### config.mk
export PLATFORM = sky130hd
export DESIGN_NAME = recursive_lock_unit
export DESIGN_NICKNAME = d
export VERILOG_FILES = /design/src/rtl/core/rlu_pkg.sv /design/src/rtl/core/recursive_lock_unit.sv
export VERILOG_INCLUDE_DIRS = /design/src /design/src/rtl/core
export SDC_FILE = /design/constraint.sdc
export NUM_CORES = 1
export LEC_CHECK = 0
export BUFFER_PORTS_ARGS = -buffer_cell sky130_fd_sc_hd__buf_2
export CAP_MARGIN = 10
export CORE_ASPECT_RATIO = 1.4
export CORE_UTILIZATION = 54
export CTS_CLUSTER_SIZE = 12
export DETAILED_ROUTE_END_ITERATION = 7
export HOLD_SLACK_MARGIN = 0.02
export PLACE_DENSITY = 0.81
export SLEW_MARGIN = 20
export SYNTH_ARGS = -nofsm -noshare
export SYNTH_HDL_FRONTEND = slang
export SYNTH_SLANG_ARGS = --single-unit
### constraint.sdc
create_clock -name clk -period 4.2 [get_ports clk]
set_clock_uncertainty 0.2 [all_clocks]
set_input_delay 0.42 -clock clk [delete_from_list [all_inputs] [get_ports clk]]
set_output_delay 0.42 -clock clk [all_outputs]
set_load 0.1 [all_outputs]
### src/rtl/core/recursive_lock_unit_assert.svh
// Assertion macros for the recursive lock unit.
`ifndef RECURSIVE_LOCK_UNIT_ASSERT_SVH
`define RECURSIVE_LOCK_UNIT_ASSERT_SVH

// Check a consequent in the same cycle as its antecedent.
`define RLU_ASSERT_SAME(label, clk, rst, ante, cons) \
  label: assert property (@(posedge clk) disable iff (rst) (ante) |-> (cons)) \
    else $error("recursive lock unit check failed");

// Check a consequent in the cycle after its antecedent.
`define RLU_ASSERT_NEXT(label, clk, rst, ante, cons) \
  label: assert property (@(posedge clk) disable iff (rst) (ante) |=> (cons)) \
    else $error("recursive lock unit check failed");

`endif

### src/rtl/core/rlu_pkg.sv
// Package with types and defaults of the recursive lock unit.
package rlu_pkg;

  localparam int unsigned WaiterDepthDefault  = 16;
  localparam int unsigned ThreadIdBitsDefault = 8;
  localparam int unsigned CountBitsDefault    = 16;

  localparam int unsigned TidPortBits   = 8;
  localparam int unsigned DepthPortBits = 16;

  typedef enum logic {
    OP_ACQUIRE = 1'b0,
    OP_RELEASE = 1'b1
  } opcode_t;

  typedef enum logic [2:0] {
    ST_ACQUIRED   = 3'd0,
    ST_WAIT       = 3'd1,
    ST_REL_HELD   = 3'd2,
    ST_REL_FREE   = 3'd3,
    ST_REL_ERR    = 3'd4,
    ST_STACK_FULL = 3'd5,
    ST_OVERFLOW   = 3'd6
  } status_t;

endpackage

### src/rtl/core/recursive_lock_unit.sv
// Recursive lock with hold count and last-in-first-out waiter stack.
//
//   channel | valid     | stall     | payload
//   --------+-----------+-----------+---------------------------------------------
//   in      | in_valid  | in_stall  | opcode, thread_id
//   out     | out_valid | out_stall | status, woken_valid, woken_thread, hold_depth
//
// One request per cycle while in_stall is low.
// Each request passes an input register, one step of lock and stack logic, and a
// result register; the stack top and the entry below it are held in flip-flops and
// the next entry down is read ahead from the stack memory.
// Reset clears the lock, the stack pointer and both pipeline registers; no clearing pass.
// in_stall rises only while the input register and the result register are both full
// and out_stall is high.
`include "recursive_lock_unit_assert.svh"

module recursive_lock_unit #(
  parameter int unsigned WAITER_DEPTH   = rlu_pkg::WaiterDepthDefault,
  parameter int unsigned THREAD_ID_BITS = rlu_pkg::ThreadIdBitsDefault,
  parameter int unsigned COUNT_BITS     = rlu_pkg::CountBitsDefault
) (
  input  logic                                clk,
  input  logic                                rst,
  input  logic                                in_valid,
  output logic                                in_stall,
  input  rlu_pkg::opcode_t                    opcode,
  input  logic [rlu_pkg::TidPortBits-1:0]     thread_id,
  output logic                                out_valid,
  input  logic                                out_stall,
  output rlu_pkg::status_t                    status,
  output logic                                woken_valid,
  output logic [rlu_pkg::TidPortBits-1:0]     woken_thread,
  output logic [rlu_pkg::DepthPortBits-1:0]   hold_depth
);
  import rlu_pkg::*;

  localparam int unsigned CW = $clog2(WAITER_DEPTH + 1);
  localparam int unsigned AW = (WAITER_DEPTH > 1) ? $clog2(WAITER_DEPTH) : 1;

  logic                      req_full;
  opcode_t                   req_op;
  logic [THREAD_ID_BITS-1:0] req_tid;

  logic [THREAD_ID_BITS-1:0] owner_id;
  logic [COUNT_BITS-1:0]     hold_count;
  logic [CW-1:0]             waiter_top;
  logic [THREAD_ID_BITS-1:0] top_entry;
  logic [THREAD_ID_BITS-1:0] below_entry;
  logic [THREAD_ID_BITS-1:0] waiter_stack [WAITER_DEPTH];

  logic                      advance;
  logic                      accept;
  logic [31:0]               tid_wide;
  logic [31:0]               woken_wide;
  logic [31:0]               count_wide;

  logic [THREAD_ID_BITS-1:0] owner_id_next;
  logic [COUNT_BITS-1:0]     hold_count_next;
  status_t                   status_next;
  logic                      woken_valid_next;
  logic [THREAD_ID_BITS-1:0] woken_next;
  logic                      push;
  logic                      pop;
  logic [CW-1:0]             read_ptr;

  assign advance  = req_full && (!out_valid || !out_stall);
  assign in_stall = req_full && out_valid && out_stall;
  assign accept   = in_valid && !in_stall;
  assign tid_wide = 32'(thread_id);
  assign read_ptr = waiter_top - CW'(3);

  always_ff @(posedge clk) begin
    if (rst) begin
      req_full <= 1'b0;
    end else begin
      req_full <= accept || (req_full && !advance);
    end
  end

  always_ff @(posedge clk) begin
    if (accept) begin
      req_op  <= opcode;
      req_tid <= tid_wide[THREAD_ID_BITS-1:0];
    end
  end

  always_comb begin
    owner_id_next    = owner_id;
    hold_count_next  = hold_count;
    status_next      = ST_REL_ERR;
    woken_valid_next = 1'b0;
    woken_next       = '0;
    push             = 1'b0;
    pop              = 1'b0;
    unique case (req_op)
      OP_ACQUIRE: begin
        if (hold_count == '0) begin
          owner_id_next   = req_tid;
          hold_count_next = COUNT_BITS'(1);
          status_next     = ST_ACQUIRED;
        end else if (owner_id == req_tid) begin
          if (&hold_count) begin
            status_next = ST_OVERFLOW;
          end else begin
            hold_count_next = hold_count + COUNT_BITS'(1);
            status_next     = ST_ACQUIRED;
          end
        end else if (waiter_top == CW'(WAITER_DEPTH)) begin
          status_next = ST_STACK_FULL;
        end else begin
          push        = 1'b1;
          status_next = ST_WAIT;
        end
      end
      OP_RELEASE: begin
        if (hold_count == '0 || owner_id != req_tid) begin
          status_next = ST_REL_ERR;
        end else begin
          hold_count_next = hold_count - COUNT_BITS'(1);
          if (hold_count != COUNT_BITS'(1)) begin
            status_next = ST_REL_HELD;
          end else begin
            status_next   = ST_REL_FREE;
            owner_id_next = '0;
            if (waiter_top != '0) begin
              pop              = 1'b1;
              woken_valid_next = 1'b1;
              woken_next       = top_entry;
            end
          end
        end
      end
    endcase
  end

  assign woken_wide = 32'(woken_next);
  assign count_wide = 32'(hold_count_next);

  always_ff @(posedge clk) begin
    if (rst) begin
      owner_id   <= '0;
      hold_count <= '0;
      waiter_top <= '0;
    end else if (advance) begin
      owner_id   <= owner_id_next;
      hold_count <= hold_count_next;
      if (push) begin
        waiter_top <= waiter_top + CW'(1);
      end else if (pop) begin
        waiter_top <= waiter_top - CW'(1);
      end
    end
  end

  always_ff @(posedge clk) begin
    if (advance && push) begin
      waiter_stack[waiter_top[AW-1:0]] <= req_tid;
      top_entry                        <= req_tid;
      below_entry                      <= top_entry;
    end else if (advance && pop) begin
      top_entry   <= below_entry;
      below_entry <= waiter_stack[read_ptr[AW-1:0]];
    end
  end

  always_ff @(posedge clk) begin
    if (rst) begin
      out_valid <= 1'b0;
    end else begin
      out_valid <= advance || (out_valid && out_stall);
    end
  end

  always_ff @(posedge clk) begin
    if (advance) begin
      status       <= status_next;
      woken_valid  <= woken_valid_next;
      woken_thread <= woken_wide[TidPortBits-1:0];
      hold_depth   <= count_wide[DepthPortBits-1:0];
    end
  end

  `RLU_ASSERT_SAME(a_top_in_range, clk, rst, 1'b1, waiter_top <= CW'(WAITER_DEPTH))
  `RLU_ASSERT_SAME(a_free_no_owner, clk, rst, hold_count == '0, owner_id == '0)
  `RLU_ASSERT_SAME(a_wake_on_free, clk, rst, out_valid && woken_valid,
                   status == ST_REL_FREE && hold_depth == '0)
  `RLU_ASSERT_NEXT(a_pop_moves_top, clk, rst, advance && pop,
                   waiter_top == $past(waiter_top) - CW'(1))
  `RLU_ASSERT_NEXT(a_push_keeps_entry, clk, rst, advance && push,
                   top_entry == $past(req_tid))

endmodule

Word level (Yosys, flattened, before mapping)

Memory sizes are Yosys's and may differ from the RTL's.
Index checks and enable logic that the tools add are counted.
Widths: inputs -> output; s select.

Memory bits (writable): 128
Register bits after elaboration: 84
Word-level logic and storage cells: 84
Memories: 1
Output and inout port bits: 30

Memory list:

| name         | words | width | rd ports | clocked after memory_dff | wr ports | line                      | source |
|---|---|---|---|---|---|---|---|
| waiter_stack | 16    | 8     | 1        | 0                        | 1        | recursive_lock_unit.sv:49 | `logic [THREAD_ID_BITS-1:0] waiter_stack [WAITER_DEPTH];` |

Equal/unequal tests: 7
Reductions and logical operators: 24
Mux-type cells: 32
Add/subtract/negate cells: 5
Bitwise gates (word level): 2

Operators with widths:

| operator              | number |
|---|---|
| $mux 16               | 4 |
| $mux 8                | 7 |
| $pmux 16 s2           | 1 |
| $add 16x1->16 const B | 1 |
| $logic_not 16->1      | 1 |
| $ne 16x1->1 const B   | 1 |
| $pmux 8 s2            | 1 |
| $reduce_and 16->1     | 1 |
| $sub 16x1->16 const B | 1 |
| $mux 3                | 5 |
| $mux 1                | 11 |
| $mux 5                | 2 |
| $eq 8x8->1            | 1 |
| $logic_and 1x1->1     | 8 |
| $ne 8x8->1            | 1 |
| $ne 2x2->1 const B    | 3 |
| $pmux 3 s2            | 1 |
| $add 5x1->5 const B   | 1 |
| $eq 5x5->1 const B    | 1 |
| $reduce_bool 5->1     | 1 |
| $sub 5x1->5 const B   | 1 |
| $logic_not 1->1       | 4 |
| $logic_or 1x1->1      | 4 |
| $reduce_and 4->1      | 1 |
| 5 further kinds       | 7 |

Longest topological paths before layout

Gate-level depths: netlist of run 1.

Word-level depth: 8
Depth in mapped cells: 15

Worst setup path after synthesis of run 1

No wires, ideal clock.

Kind: reg-to-reg
From: register waiter_top[0]
To: memory waiter_stack[1][0] in the netlist's numbering, enable pin
Data required time: 3617 ps
Setup time: 383 ps
Period minus slack after synthesis: 3196 ps
Stages on the path, launching flop included: 10
Arrival time: 2612 ps
Slack: 1004 ps
Buffers on the path: 3
Path through: dfxtp_1 > buf_2 > buf_2 > inv_1 > ha_1 > and3_1 > nor4_1 > clkbuf_1 > nand2_1 > nor3_1

Cells in the longest elaborated chain, start to end: 8

RTL lines:

| what                         | line                       | source |
|---|---|---|
| from (decl)                  | recursive_lock_unit.sv:46  | `logic [CW-1:0] waiter_top;` |
| from (signal assigned)       | recursive_lock_unit.sv:148 | `waiter_top <= waiter_top + CW'(1);` |
| from (signal assigned)       | recursive_lock_unit.sv:150 | `waiter_top <= waiter_top - CW'(1);` |
| $eq 5x5->1                   | recursive_lock_unit.sv:108 | `end else if (waiter_top == CW'(WAITER_DEPTH)) begin` |
| $mux 1                       | recursive_lock_unit.sv:108 |  |
| $mux 1                       | recursive_lock_unit.sv:101 | `end else if (owner_id == req_tid) begin` |
| $mux 1                       | recursive_lock_unit.sv:97  | `if (hold_count == '0) begin` |
| $mux 1                       | recursive_lock_unit.sv:95  | `unique case (req_op)` |
| $logic_and 1x1->1            | recursive_lock_unit.sv:156 | `if (advance && push) begin` |
| $mux 1                       | recursive_lock_unit.sv:156 |  |
| $mux 1 (not written as such) | recursive_lock_unit.sv:157 | `waiter_stack[waiter_top[AW-1:0]] <= req_tid;` |
| to (decl)                    | recursive_lock_unit.sv:49  |  |

Several ways; a longest one is shown, not always the timed one.

Worst setup path after layout of run 1

From: register req_tid[5]
To: register hold_depth[7] in the netlist's numbering (data pin)

Cells in the longest elaborated chain, start to end: 4

RTL lines:

| what                                        | line                                                   | source |
|---|---|---|
| from (decl)                                 | recursive_lock_unit.sv:42                              | `logic [THREAD_ID_BITS-1:0] req_tid;` |
| from (signal assigned)                      | recursive_lock_unit.sv:83                              | `req_tid <= tid_wide[THREAD_ID_BITS-1:0];` |
| $eq 8x8->1 or $ne 8x8->1 (tied branches)    | recursive_lock_unit.sv:101, recursive_lock_unit.sv:116 |  |
| $mux 16 or $logic_or 1x1->1 (tied branches) | recursive_lock_unit.sv:101, recursive_lock_unit.sv:116 |  |
| $mux 16 (on tied branches)                  | recursive_lock_unit.sv:97, recursive_lock_unit.sv:116  |  |
| $pmux 16 s2 (*)                             | recursive_lock_unit.sv:95                              |  |
| named net hold_count_next[7]                | recursive_lock_unit.sv:58                              | `logic [COUNT_BITS-1:0] hold_count_next;` |
| to (signal assigned)                        | recursive_lock_unit.sv:179                             | `hold_depth <= count_wide[DepthPortBits-1:0];` |
| to (decl)                                   | recursive_lock_unit.sv:33                              | `output logic [rlu_pkg::DepthPortBits-1:0] hold_depth` |

Mark *: on every way through the listed nets, which the timed path passes. The rest lies on a longest branch.
A chain may end at the register's enable or synchronous reset.

==> results of run 1 <==
sequential cells by signal, indices dropped and copies added (netlist names):
register      cells
waiter_stack    128
hold_count       16
hold_depth       16
below_entry       8
owner_id          8
req_tid           8
top_entry         8
woken_thread      8
waiter_top        5
status            3
out_valid         1
req_full          1
req_op            1
woken_valid       1
repair_timing:
| action | in CTS | in global routing |
|---|---|---|
| endpoints found under the setup margin | 0 | 0 |
| endpoints found under the hold margin | 11 | 0 |
| setup buffers | 0 | 0 |
| hold buffers | 11 | 0 |
final timing paths:
kind	startpoint	endpoint	slack [ns]	cells after the start
worst max-delay path	req_tid[5]	hold_depth[7]	0.65	7
worst min-delay path	rst	req_full	0.23	2
worst max register to register	req_tid[5]	hold_depth[7]	0.65	7
worst min register to register	owner_id[7]	owner_id[7]	0.30	1
power breakdown:
part           internal (W)  switching (W)
clock network       0.00100       0.000783
registers           0.00231      0.0000255
logic              0.000103       0.000234
total               0.00341        0.00104
through the flow:
stage	total power [W]	util	instances
after global routing	0.00457	0.629	983
after global placement	0.00269	0.585	932
after detailed placement	0.00270	0.585	932
after floorplan	0.00261	-	667
final	0.00445	0.629	983
after CTS	0.00447	0.629	983
placed cells by master, fill, tap and decap left out, types with 6 or more instances in the layout:
cell type and n:
and2_1 11, xnor2_1 9, clkbuf_1 11, nor2b_1 6, ha_1 10, nand2_1 32, mux4_2 40, nand3_1 14
dfxtp_1 30, buf_4 28, a21oi_1 25, nor2_1 32, nand4_1 11, edfxtp_1 181, a22o_1 8, xor2_1 10
nor4_1 15, clkbuf_16 22, dlygate4sd3_1 11, nor3_1 22, buf_2 42, mux2_2 19, and4_1 6, inv_1 13
and3_1 21, o21ai_0 14, a31oi_1 7
layout make-up:
class | instances | area share
Inverter | 14 | 0.00480
Clock inverter | 6 | 0.00469
Multi-Input combinational cell | 399 | 0.305
Clock buffer | 34 | 0.0553
Tap cell | 236 | 0.0270
Timing Repair Buffer | 82 | 0.0503
Sequential cell | 212 | 0.553
cells in the mapped netlist (6+ instances only):
cell type	n	area, um^2
nand4_1	11	68.8
mux2_2	19	214
nor2_1	32	120
nand3_1	14	70.1
xor2_1	10	87.6
and2_1	11	68.8
and3_1	21	131
edfxtp_1	181	5440
nor3_1	22	110
o21ai_0	14	70.1
mux4_2	40	901
dfxtp_1	31	621
a21oi_1	25	125
inv_1	13	48.8
ha_1	10	125
nand2_1	32	120
and4_1	6	52.6
nor2b_1	6	37.5
nor4_1	16	100
a31oi_1	7	43.8
xnor2_1	9	78.8
a22o_1	8	70.1
clkbuf_1	28	105
buf_2	9	45.0
cells by family (layout without fill, tap and decap cells):
kind of cell | count (synthesis) | in the layout | share of synthesized area
compound gates | 99 | 99 | 0.0707
xor+xnor | 19 | 19 | 0.0173
fa+ha+maj | 11 | 11 | 0.0151
buf+inv | 56 | 136 | 0.0250
flops | 212 | 212 | 0.629
mux | 64 | 64 | 0.121
simple gates | 206 | 206 | 0.121
per-layer routing:
metal  part of all wire  up-vias  track usage
li1                   -     2786            -
met1               0.37     3176        0.327
met2               0.53      302        0.481
met3              0.064       62       0.0292
met4              0.035        0       0.0945
met5                  0        -            0
==> flow_summary_export.csv, run 1 <==
group,metric,value,unit
cts,htree_levels,1,
global_route,antenna_found_initial,0,
power,vdd_ir_drop_max,0.000348,V
floorplan,num_rows,57,
power,p_per_area,407,nW/um^2
worst_setup_path,arrival,3.59,ns
sta,fin_ws,0.646,ns
drt,routed_via_density,6.44,
sta,rsz0062_at_grt,"no",
cts,cts_num_sinks,212,
place,place.gp.congestion,0.984,
synthesis,ys.flop_type,"edfxtp_1",
synthesis,synthesis.area,9620,um^2
floorplan,dieHeight,160,um
finish,area.growth.synth_to_final,13.7,%
cts,numCtsBuffers,22,
finish,seqCellArea,6060,um^2
cts,cts_tree,"yes",
cts,insertion_delay,0.52,ns
worst_setup_path,cp.required,4.24,ns
drt,ant_nets,0,
drt,drt-pass1-iter-count,8,
sta,max_slew_margin,0.369,
floorplan,dieArea,18400,um^2
sta,slew_violations,0,
place,post-place-ws,0.731,ns
drt,via_count,6326,
worst_setup_path,startpoint_type,"flop",
hold_path,hp-class,"primary input to flop",
run_status,status,"finished, final reports clean",
synthesis,seq_area_frac_synth,0.629,
cts,cts_buffer_depth,3,
synthesis,synth-edff-count,181,
place,portBuffers,42,
cts,ctsResizeCount,0,
finish,finalInstanceArea,10900,um^2
sta,fin_crit_sh,0.846,
finish,fillers,1284,
worst_setup_path,cp-end-kind,"flop",
drt,drt_iter0_markers,569,
place,place_area,10200,um^2
drt,post-route-drc-count,0,
worst_setup_path,slowest_delay,0.66,ns
sta,setup_viol,0,
sta,max_freq,281,MHz
worst_setup_path,path_delay_family,"simple AND/OR/NAND/NOR gates",
sta,whs,0.229,ns
sta,hold_violations,0,
global_route,grt_use_total,0.266,
synthesis,yosys_warnings,0,
flow_run,maxCapViolCount,0,
power,cellLeakagePower,3.68,nW
worst_setup_path,critPathMaxFanout,19,
drt,wire_per_inst,23.8,um
global_route,grt_pass1_wl,36400,um
place,dp_hpwl,15100,um
cts,cts.clk_slew.worst_paths,0.06,ns
floorplan,initial_core_util,0.553,
synthesis,syn_inst,667,
floorplan,coreArea,17400,um^2
finish,diodes,0,
sta,final.setup.tns,0,ns
finish,drive_gt1_frac,0.225,
cts,clockRootBuffer,"clkbuf_16",
worst_setup_path,critical_path_class,"flop to flop",
finish,multiInputGateArea,3330,um^2
global_route,gr-total-overflow,0,
synthesis,synth.distinct_cells,65,
synthesis,synth_nets,691,
worst_setup_path,crit_buf_inv,1,
global_route,grt_max_degree,47,
global_route,grt_pass1_vias,6396,
sta,tightest_slew,0.939,ns
synthesis,ys_async_sr_fraction,0,
floorplan,io_pins,43,
worst_setup_path,cpMaxStageDelayCell,"edfxtp_1",
floorplan,fp.dieW,115,um
synthesis,synth_seq_cells,212,
finish,nets,755,
drt,wirelength,23400,um
worst_setup_path,crit_chain,"xor2_1, nor4_2, and2_1, buf_4, a31oi_1, a2111oi_0, nor2_1",
synthesis,avgSynthCellArea,14.4,um^2
sta,finalCriticalPeriod,3.55,ns
Power figures use the tool's default switching activity.
==> run 2: changes to the inputs <==
clock period = 3.28 ns   (was 4.2 ns; I/O delays follow)
==> flow_summary_export.csv, run 2 (synthesized netlist as in run 1, its figures left out) <==
group,metric,value,unit
power,p_per_area,519,nW/um^2
sta,fin_crit_sh,0.954,
sta,slew_violations,0,
finish,drive_gt1_frac,0.244,
cts,insertion_delay,0.50,ns
floorplan,initial_core_util,0.553,
hold_path,hp-class,"primary input to flop",
drt,wire_per_inst,22.1,um
floorplan,num_rows,57,
floorplan,dieHeight,160,um
finish,area.growth.synth_to_final,15.3,%
finish,layout_commonest_cell,"edfxtp_1",
cts,htree_levels,1,
cts,cts_setup_buffers,0,
worst_setup_path,cpMaxStageDelayCell,"fa_1",
drt,wirelength,22000,um
worst_setup_path,cp.required,3.44,ns
worst_setup_path,crit_chain,"inv_1, ha_1, nor4b_1, and4_1, nor2_1, nand2_1, inv_1, fa_1, inv_1, a21o_1, a21oi_1, nor4b_2, o21a_1, nor3_1",
hold_path,min_from,"rst",
drt,ant_nets,0,
drt,wl_met2,12200,um
sta,max_freq,320,MHz
floorplan,io_pins,43,
worst_setup_path,r2r_start,"hold_count[1]",
drt,via_count,6239,
worst_setup_path,crit_buf_inv,3,
sta,max_slew_margin,0.260,
global_route,grt_use_total,0.250,
worst_setup_path,reg2reg_slack,0.15,ns
global_route,gr-total-overflow,0,
drt,post-route-drc-count,0,
sta,finalCriticalPeriod,3.13,ns
finish,nets,767,
floorplan,coreArea,17400,um^2
run_status,status,"finished, final reports clean",
floorplan,fp.dieW,115,um
worst_setup_path,arrival,3.28,ns
worst_setup_path,critical_path_class,"flop to flop",
global_route,grt_max_degree,47,
worst_setup_path,timing.rr.end,"waiter_top[4]",
sta,final.setup.tns,0,ns
place,portBuffers,42,
drt,routed_via_density,6.27,
sta,tightest_slew,1.10,ns
worst_setup_path,r2r_cells,14,
global_route,grt_pass1_vias,6402,
sta,rsz0062_at_grt,"no",
power,cellLeakagePower,3.76,nW
cts,cts.clk_slew.worst_paths,0.06,ns
place,dp_hpwl,14700,um
worst_setup_path,slowest_delay,0.41,ns
global_route,grt_pass1_wl,34600,um
cts,cts_num_sinks,212,
cts,numCtsBuffers,22,
place,dp.cells,944,
finish,mostFrequentLayoutCells,"181 x edfxtp_1, 42 x buf_2, 40 x mux4_2",
drt,dr.max_layer_used,"met4",
flow_run,maxCapViolCount,0,
cts,cts_tree,"yes",
finish,fillers,1283,
floorplan,dieArea,18400,um^2
worst_setup_path,path_common_cell,"inv_1",
cts,cts_buffer_depth,3,
power,vdd_ir_drop_max,0.000349,V
drt,drt-met1-wl,7940,um
finish,layoutNonFillerInstCount,995,
worst_setup_path,startpoint_type,"flop",
sta,hold_violations,0,
drt,drt-pass1-iter-count,6,
finish,multiInputGateArea,3360,um^2
finish,seqCellArea,6060,um^2
sta,setup_viol,0,
hold_path,whs_endpoint,"out_valid",
worst_setup_path,path_delay_family,"simple AND/OR/NAND/NOR gates",
worst_setup_path,critPathMaxFanout,4,
global_route,antenna_found_initial,0,
finish,diodes,0,
hold_path,min_delay_path_depth,2,
worst_setup_path,cp-end-kind,"flop",
place,place.gp.congestion,0.942,
cts,clockRootBuffer,"clkbuf_16",
finish,largest_reg_flops,128,
drt,drt_iter0_markers,530,
drt,dr_wl_met3,1090,um
[run 2: final cells by class]
type                            instances  area share
Tap cell                              236      0.0266
Inverter                               14     0.00474
Sequential cell                       212       0.546
Multi-Input combinational cell        399       0.303
Clock buffer                           36      0.0553
Clock inverter                          4     0.00530
Timing Repair Buffer                   94      0.0589
[run 2: power by group]
group / leakage, nW / internal (W) / switching [W] / total, W
Combinational: 1.54 / 0.000147 / 0.000322 / 0.000468
Clock: 0.320 / 0.00136 / 0.000960 / 0.00232
Sequential: 1.90 / 0.00296 / 0.0000168 / 0.00297
[run 2: stage by stage]
step	power [W]	setup WS, ns	util	cell area [um^2]	hold slack (ns)
detailed placement	0.00348	0.0230	0.591	10300	0.280
finish	0.00576	0.152	0.637	11100	0.164
global placement	0.00347	0.297	0.591	10300	0.269
floorplan	0.00334	0.0844	-	9620	0.227
CTS	0.00579	0.0851	0.636	11100	0.149
global route	0.00593	0.0220	0.637	11100	0.198
[run 2: routing by layer]
layer,global-route usage,vias to the layer above
li1,-,2805
met1,0.285,3128
met2,0.466,248
met3,0.0323,58
met4,0.0986,0
met5,0,-
[run 2: timing repair]
item | CTS | global route
setup endpoints to repair | 1 | 1
hold buffers | 11 | 0
gates resized for setup | 1 | 3
hold endpoints to repair | 11 | 0
[run 2: how the worst max path moves through the flow]
stage                              from                  to  slack (ns)  cells past startpoint
after floorplan           waiter_top[0]  waiter_stack[1][0]        0.08                      9
after global placement       req_tid[6]       waiter_top[4]        0.30                     12
after detailed placement     req_tid[6]       waiter_top[4]        0.02                     12
after CTS                 waiter_top[1]  waiter_stack[2][7]        0.09                      7
after global routing      hold_count[1]       waiter_top[4]        0.02                     14
final                     hold_count[1]       waiter_top[4]        0.15                     14
